**config.mk**
```make
export PLATFORM = sky130hd
export DESIGN_NAME = ordered_thread_queue_top
export DESIGN_NICKNAME = d
export VERILOG_FILES = /design/src/rtl/otq_pkg.sv /design/src/rtl/otq_cell.sv /design/src/rtl/ordered_thread_queue_top.sv
export SDC_FILE = /design/constraint.sdc
export NUM_CORES = 2
export LEC_CHECK = 0
export ABC_AREA = 1
export BUFFER_PORTS_ARGS = -buffer_cell sky130_fd_sc_hd__buf_2
export CAP_MARGIN = 20
export CORE_MARGIN = 2
export CORE_UTILIZATION = 50
export CTS_CLUSTER_DIAMETER = 200
export CTS_CLUSTER_SIZE = 12
export DETAILED_ROUTE_END_ITERATION = 8
export PLACE_DENSITY = 0.75
export SYNTH_ARGS = -nofsm -noshare
export SYNTH_HDL_FRONTEND = slang
export SYNTH_SLANG_ARGS = --single-unit
```
**constraint.sdc**
```tcl
create_clock -name clk -period 6.6 [get_ports clk]
set_clock_uncertainty 0.05 [all_clocks]
set_input_delay 0.66 -clock clk [delete_from_list [all_inputs] [get_ports clk]]
set_output_delay 0.66 -clock clk [all_outputs]
set_load 0.02 [all_outputs]
```
**src/rtl/otq_pkg.sv**
```systemverilog
// Shared types and codes for the ordered thread queue.
package otq_pkg;

    localparam int ID_W   = 16;
    localparam int PRI_W  = 8;
    localparam int TIME_W = 32;

    localparam logic [1:0] OP_PUSH_TAIL    = 2'd0;
    localparam logic [1:0] OP_PUSH_ORDERED = 2'd1;
    localparam logic [1:0] OP_POP          = 2'd2;

    localparam logic [1:0] ST_OK         = 2'd0;
    localparam logic [1:0] ST_POP_EMPTY  = 2'd1;
    localparam logic [1:0] ST_PUSH_FULL  = 2'd2;

    typedef struct packed {
        logic [ID_W-1:0]   id;
        logic [PRI_W-1:0]  pri;
        logic [TIME_W-1:0] tm;
    } thread_rec_t;

    // Control broadcast from the top level to every cell of the chain.
    typedef struct packed {
        logic ins_en;
        logic pop_en;
        logic by_time;
        logic tail_mode;
    } cell_ctrl_t;

endpackage

```
**src/rtl/otq_cell.sv**
```systemverilog
// One storage cell of the queue chain with its local key compare.
module otq_cell
    import otq_pkg::*;
(
    input  logic        clk,
    input  cell_ctrl_t  ctrl,
    input  thread_rec_t new_rec,
    input  thread_rec_t left_rec,
    input  thread_rec_t right_rec,
    input  logic        occ,
    input  logic        at_tail,
    input  logic        found_in,
    output logic        found_out,
    output thread_rec_t rec,
    output thread_rec_t rec_next
);

    thread_rec_t rec_reg;
    logic        le;
    logic        stop;
    logic        take_new;
    logic        take_left;

    // On an ordered push, the new record goes before the first occupied entry whose key is larger.
    assign le        = ctrl.by_time ? (rec_reg.tm <= new_rec.tm) : (rec_reg.pri <= new_rec.pri);
    assign stop      = occ & ~ctrl.tail_mode & ~le;
    assign found_out = found_in | stop;
    assign take_new  = ctrl.ins_en & ~found_in & (stop | at_tail);
    assign take_left = ctrl.ins_en & found_in;

    always_comb
    begin
        if (ctrl.pop_en)
        begin
            rec_next = right_rec;
        end
        else if (take_new)
        begin
            rec_next = new_rec;
        end
        else if (take_left)
        begin
            rec_next = left_rec;
        end
        else
        begin
            rec_next = rec_reg;
        end
    end

    always_ff @(posedge clk)
    begin
        rec_reg <= rec_next;
    end

    assign rec = rec_reg;

endmodule

```
**src/rtl/ordered_thread_queue_top.sv**
```systemverilog
// Top level of the ordered thread queue: cell chain, occupancy and result register.
// A result beat appears in the cycle after its input beat is accepted.
// Throughput: one beat per cycle if not stalled; the chain compares and shifts at accept.
// An input beat is taken whenever the result register is empty or being drained.
// Reset (rst_n low, asynchronous) clears the occupancy count and the result valid flag;
// entry storage is not cleared, since only entries below the count are ever read.
module ordered_thread_queue_top
    import otq_pkg::*;
#(
    parameter int QUEUE_DEPTH = 16,
    localparam int CNT_W = $clog2(QUEUE_DEPTH + 1)
)
(
    input  logic                clk,
    input  logic                rst_n,
    input  logic                in_valid,
    output logic                in_ready,
    input  logic [1:0]          op,
    input  logic                key_select,
    input  logic [ID_W-1:0]     thread_id,
    input  logic [PRI_W-1:0]    thread_priority,
    input  logic [TIME_W-1:0]   created_time,
    output logic                out_valid,
    input  logic                out_ready,
    output logic [1:0]          status,
    output logic [ID_W-1:0]     popped_id,
    output logic [PRI_W-1:0]    popped_priority,
    output logic [TIME_W-1:0]   popped_time,
    output logic [ID_W-1:0]     head_id,
    output logic [CNT_W-1:0]    entry_count,
    output logic                is_empty
);

    logic [CNT_W-1:0]  count_reg;
    logic [CNT_W-1:0]  count_next;
    logic              out_valid_reg;
    logic [1:0]        status_reg;
    logic [ID_W-1:0]   popped_id_reg;
    logic [PRI_W-1:0]  popped_priority_reg;
    logic [TIME_W-1:0] popped_time_reg;
    logic [ID_W-1:0]   head_id_reg;
    logic [CNT_W-1:0]  entry_count_reg;
    logic              is_empty_reg;

    logic        accept;
    logic        is_push;
    logic        is_pop;
    logic        full;
    logic        empty;
    logic [1:0]  status_calc;
    cell_ctrl_t  ctrl;
    thread_rec_t new_rec;

    thread_rec_t cell_rec  [QUEUE_DEPTH];
    thread_rec_t cell_next [QUEUE_DEPTH];
    logic        found     [QUEUE_DEPTH+1];

    // The result register parts the two sides: a new beat is taken while the
    // previous result is being handed off.
    assign in_ready = ~out_valid_reg | out_ready;
    assign accept   = in_valid & in_ready;

    assign is_push = (op == OP_PUSH_TAIL) || (op == OP_PUSH_ORDERED);
    assign is_pop  = (op == OP_POP);
    assign full    = (count_reg == CNT_W'(QUEUE_DEPTH));
    assign empty   = (count_reg == '0);

    assign ctrl.ins_en    = accept & is_push & ~full;
    assign ctrl.pop_en    = accept & is_pop & ~empty;
    assign ctrl.by_time   = key_select;
    assign ctrl.tail_mode = (op == OP_PUSH_TAIL);

    assign new_rec.id  = thread_id;
    assign new_rec.pri = thread_priority;
    assign new_rec.tm  = created_time;

    // The insertion point ripples down the chain: each cell tells its right
    // neighbor whether the slot has already been claimed to its left.
    assign found[0] = 1'b0;

    for (genvar i = 0; i < QUEUE_DEPTH; i++)
    begin : g_cell
        thread_rec_t left_rec;
        thread_rec_t right_rec;

        if (i == 0)
        begin : g_first
            assign left_rec = new_rec;
        end
        else
        begin : g_mid_left
            assign left_rec = cell_rec[i-1];
        end

        if (i == QUEUE_DEPTH - 1)
        begin : g_last
            assign right_rec = cell_rec[i];
        end
        else
        begin : g_mid_right
            assign right_rec = cell_rec[i+1];
        end

        otq_cell u_cell (
            .clk       (clk),
            .ctrl      (ctrl),
            .new_rec   (new_rec),
            .left_rec  (left_rec),
            .right_rec (right_rec),
            .occ       (count_reg > CNT_W'(i)),
            .at_tail   (count_reg == CNT_W'(i)),
            .found_in  (found[i]),
            .found_out (found[i+1]),
            .rec       (cell_rec[i]),
            .rec_next  (cell_next[i])
        );
    end

    always_comb
    begin
        count_next = count_reg;
        if (ctrl.ins_en)
        begin
            count_next = count_reg + CNT_W'(1);
        end
        else if (ctrl.pop_en)
        begin
            count_next = count_reg - CNT_W'(1);
        end
    end

    always_comb
    begin
        status_calc = ST_OK;
        if (is_push && full)
        begin
            status_calc = ST_PUSH_FULL;
        end
        else if (is_pop && empty)
        begin
            status_calc = ST_POP_EMPTY;
        end
    end

    always_ff @(posedge clk or negedge rst_n)
    begin
        if (!rst_n)
        begin
            count_reg     <= '0;
            out_valid_reg <= 1'b0;
        end
        else
        begin
            count_reg <= count_next;
            if (accept)
            begin
                out_valid_reg <= 1'b1;
            end
            else if (out_ready)
            begin
                out_valid_reg <= 1'b0;
            end
        end
    end

    // The popped entry is captured from the chain before the operation; head and count after it.
    always_ff @(posedge clk)
    begin
        if (accept)
        begin
            status_reg          <= status_calc;
            popped_id_reg       <= ctrl.pop_en ? cell_rec[0].id  : '0;
            popped_priority_reg <= ctrl.pop_en ? cell_rec[0].pri : '0;
            popped_time_reg     <= ctrl.pop_en ? cell_rec[0].tm  : '0;
            head_id_reg         <= (count_next != '0) ? cell_next[0].id : '0;
            entry_count_reg     <= count_next;
            is_empty_reg        <= (count_next == '0);
        end
    end

    assign out_valid       = out_valid_reg;
    assign status          = status_reg;
    assign popped_id       = popped_id_reg;
    assign popped_priority = popped_priority_reg;
    assign popped_time     = popped_time_reg;
    assign head_id         = head_id_reg;
    assign entry_count     = entry_count_reg;
    assign is_empty        = is_empty_reg;

    // The occupancy never exceeds the number of cells.
    a_count_bound: assert property (@(posedge clk) disable iff (!rst_n)
        count_reg <= CNT_W'(QUEUE_DEPTH))
        else $error("occupancy above queue depth");

    // A successful pop removes exactly one entry.
    a_pop_count: assert property (@(posedge clk) disable iff (!rst_n)
        ctrl.pop_en |=> count_reg == $past(count_reg) - CNT_W'(1))
        else $error("pop did not decrement occupancy");

    // A successful push adds exactly one entry.
    a_push_count: assert property (@(posedge clk) disable iff (!rst_n)
        ctrl.ins_en |=> count_reg == $past(count_reg) + CNT_W'(1))
        else $error("push did not increment occupancy");

    // The reported count follows the occupancy register after an accepted beat.
    a_result_count: assert property (@(posedge clk) disable iff (!rst_n)
        accept |=> (entry_count == count_reg) && (is_empty == (count_reg == '0)))
        else $error("result count disagrees with occupancy");

endmodule

```
==> metrics.txt <==
Yosys top cell by area edfxtp_1; Worst Setup Path Type in2reg; Yosys top cell area share a little under half; Multi-input gate area about 28000 um^2; post-route cell area around 66000 um^2; number of routed nets with antenna violations 0; post-synthesis cell area between 60000 and 70000 um^2; Pint approximately 12 mW; Avg Synthesized Cell Area a little under 9 um^2; TritonCTS clock tree yes; Final period util 79.2%; combinational share of power 23.9%; RSZ-0062 raised after global routing no; largest net degree at the start of global routing just under 200; I/O pin count approximately 150; first-pass GRT wire length roughly 270000 um; Largest register FFs 896; max frequency ~190 MHz; final setup fails 0; via count 50700; Fillers around 11000; Worst Path Required 6860 ps; vias per cell roughly 6; Final HPWL DP ~130000 um; share of post-route cells with drive strength above 1 under 10%; CTS Root Cell clkbuf_16; Clk pwr share between 20 and 30%; Pleak 28.4 nW; P_sw 5.82 mW; Area Overhead vs Synth 8.27%; RR Endpoint g_cell[13].u_cell.rec[2]; CP startpoint kind primary input; Reg2Reg Depth 13; NumNets Final about 7600; asr flop ratio synth 0.611%; Rows 127; PostCTS Resize Cnt 0; Cells on Worst Hold Path 4; CP endpoint kind flip-flop; First-pass DRT Iterations 8; minimum clock period after layout between 5000 and 6000 ps; hold_sp out_ready; GR Overflow Total 0; register area share after synthesis ~48%; FF/Latch Area slightly below 30000 um^2; clk sinks 982; ant diodes 0; Final Hold Fails 0; initial antenna violation count 4; die width 353 um; power per cell area between 200 and 300 nW/um^2; number of buffers created by CTS approximately 90; Worst-Margin Slew approximately 1100 ps; die area roughly 120000 um^2; total wire length 170000 um; Longest Clk Path Bufs 3; Post-CTS Setup Bufs 0; initial drt markers between 6000 and 7000; Primary FF master, synth edfxtp_1; DR WL/cell between 15 and 20 um; Syn Nets 7606; RD Place Congestion 0.918; DRC viols 0; worst rel slew slack between 20% and 30%; Sw Share approximately 33%; Starting Density 50.6%; reg-to-reg slack, setup roughly 1700 ps; Setup TNS Final 0 ps; latest clock arrival within the worst-skew pair approximately 700 ps; Yosys reg bits approximately 1000; worst hold endpoint out_valid; Synth cell types 52; Synth warnings 0; GRT Util Overall 26.5%; Post-synth EDFFs between 900 and 1000; Hold Crit Class in2reg; Util after Layout 54.8%; Placement Cell Area between 60000 and 70000 um^2; Worst-path clk slew 60 ps; Pins Over Slew Limit 0; die height roughly 350 um; core area roughly 120000 um^2; number of port buffers ~140; status finished, final reports clean; H-tree depth 3; worst-path fanout max 38; worst path arrival time 5490 ps; synth top area cells edfxtp_1, nand2_1, ha_1; vias in the first global route 47700; VDD IR-drop max ~190 uV; Power Total 17.8 mW; worst r2r src g_cell[13].u_cell.rec[31]; final hold slack 204 ps; max cap viols 0; Reg power frac between 40% and 50%; Post-Syn Instances between 6000 and 7000
## cell type report
type | count | area share (%)
flip-flops and latches | 982 | 44.5
multi-input cells | 5031 | 42.7
clock buffers | 113 | 3.58
inverters | 568 | 3.25
well taps | 1612 | 3.06
repair buffers | 253 | 2.62
clock inverters | 8 | 0.256
## layer usage
metal	vias to the layer above	share of wire [%]	wire (um)	global-route usage [%]
li1	24100	-	-	-
met1	23800	43	73700	39.1
met2	2644	43	73800	40.2
met3	215	11	18700	4.63
met4	2	2.3	3840	6.91
met5	-	0.0041	7	0
## critical path, stage by stage
cell	delay [ps]
buf_2	110
inv_1	660
ha_1	290
nand4_1	130
nor3_1	300
nor4b_1	590
o21ai_0	240
nand2_1	120
nand2_1	160
a21oi_1	260
nand3_1	320
nand2_1	200
nand4_2	520
o211ai_1	330
buf_4	530
## timing repair
action                                  4_1_cts  5_1_grt
endpoints found under the setup margin        0        0
hold buffers                                  1        0
hold endpoints to repair                      6        0
## cell usage in the layout, fill, tap and decap left out, drive strengths merged, types with 69 or more instances in the layout
cell    synthesis  routed
ha            645     645
a21oi         340     340
nor2          254     254
buf           122     252
o22ai         459     459
nand2        2414    2414
clkbuf        195     113
edfxtp        960     960
o21ai         623     623
nand4          69      69
inv           567     567
## how the worst max path moves through the flow
| stage | from | endpoint | slack (ps) | cells past startpoint |
|---|---|---|---|---|
| global route | created_time[31] | g_cell[13].u_cell.rec[0] | 1090 | 15 |
| CTS | created_time[31] | g_cell[13].u_cell.rec[2] | 1490 | 15 |
| finish | created_time[29] | g_cell[13].u_cell.rec[2] | 1380 | 15 |
| detailed placement | created_time[31] | g_cell[13].u_cell.rec[10] | 780 | 15 |
| global placement | created_time[31] | g_cell[13].u_cell.rec[11] | 920 | 15 |
| floorplan | created_time[31] | g_cell[15].u_cell.rec[0] | 550 | 11 |
## synth_stat cells (all sizes together) (2+ instances only)
cell type     n
a21boi        2
o21a         21
or3           4
nand2      2414
a21o          6
a21oi       340
ha          645
nand3        66
dfxtp        16
xor2          3
o21bai        3
edfxtp      960
nor2        254
a211oi       14
a31oi        13
o22ai       459
nor3         20
o211ai       31
inv         567
o21ai       623
o311ai        2
buf         122
dfrtp         6
nand4        69
clkbuf      195
o221ai        8
nor4         26
## stage by stage
step           instances  worst slack (ps)
3_3_place_gp        8443               921
2_1_floorplan       6898               552
4_1_cts             8565              1490
3_5_place_dp        8443               783
5_1_grt             8567              1090
6_report            8567              1380
## logic make-up (layout without fill, tap and decap cells)
kind of cell,Yosys count,after routing,synth area share [%]
AND/OR/NAND/NOR,2857,2857,18.6
adder cells (fa/ha/maj),645,645,13.3
flip-flops,982,982,48.2
AO/OA/AOI/OAI,1526,1526,14.1
XOR/XNOR,3,3,0.0432
buffers and inverters,885,942,5.87
## power groups by stage
stage	registers [mW]	clock network [mW]	logic, mW
after detailed placement	8.76	0	4.15
final	8.66	4.91	4.26
after global placement	8.73	0	3.97
after floorplan	8.67	0	2.83
after global routing	8.74	5.15	4.76
after CTS	8.63	4.94	4.18
Power figures use the tool's default switching activity.
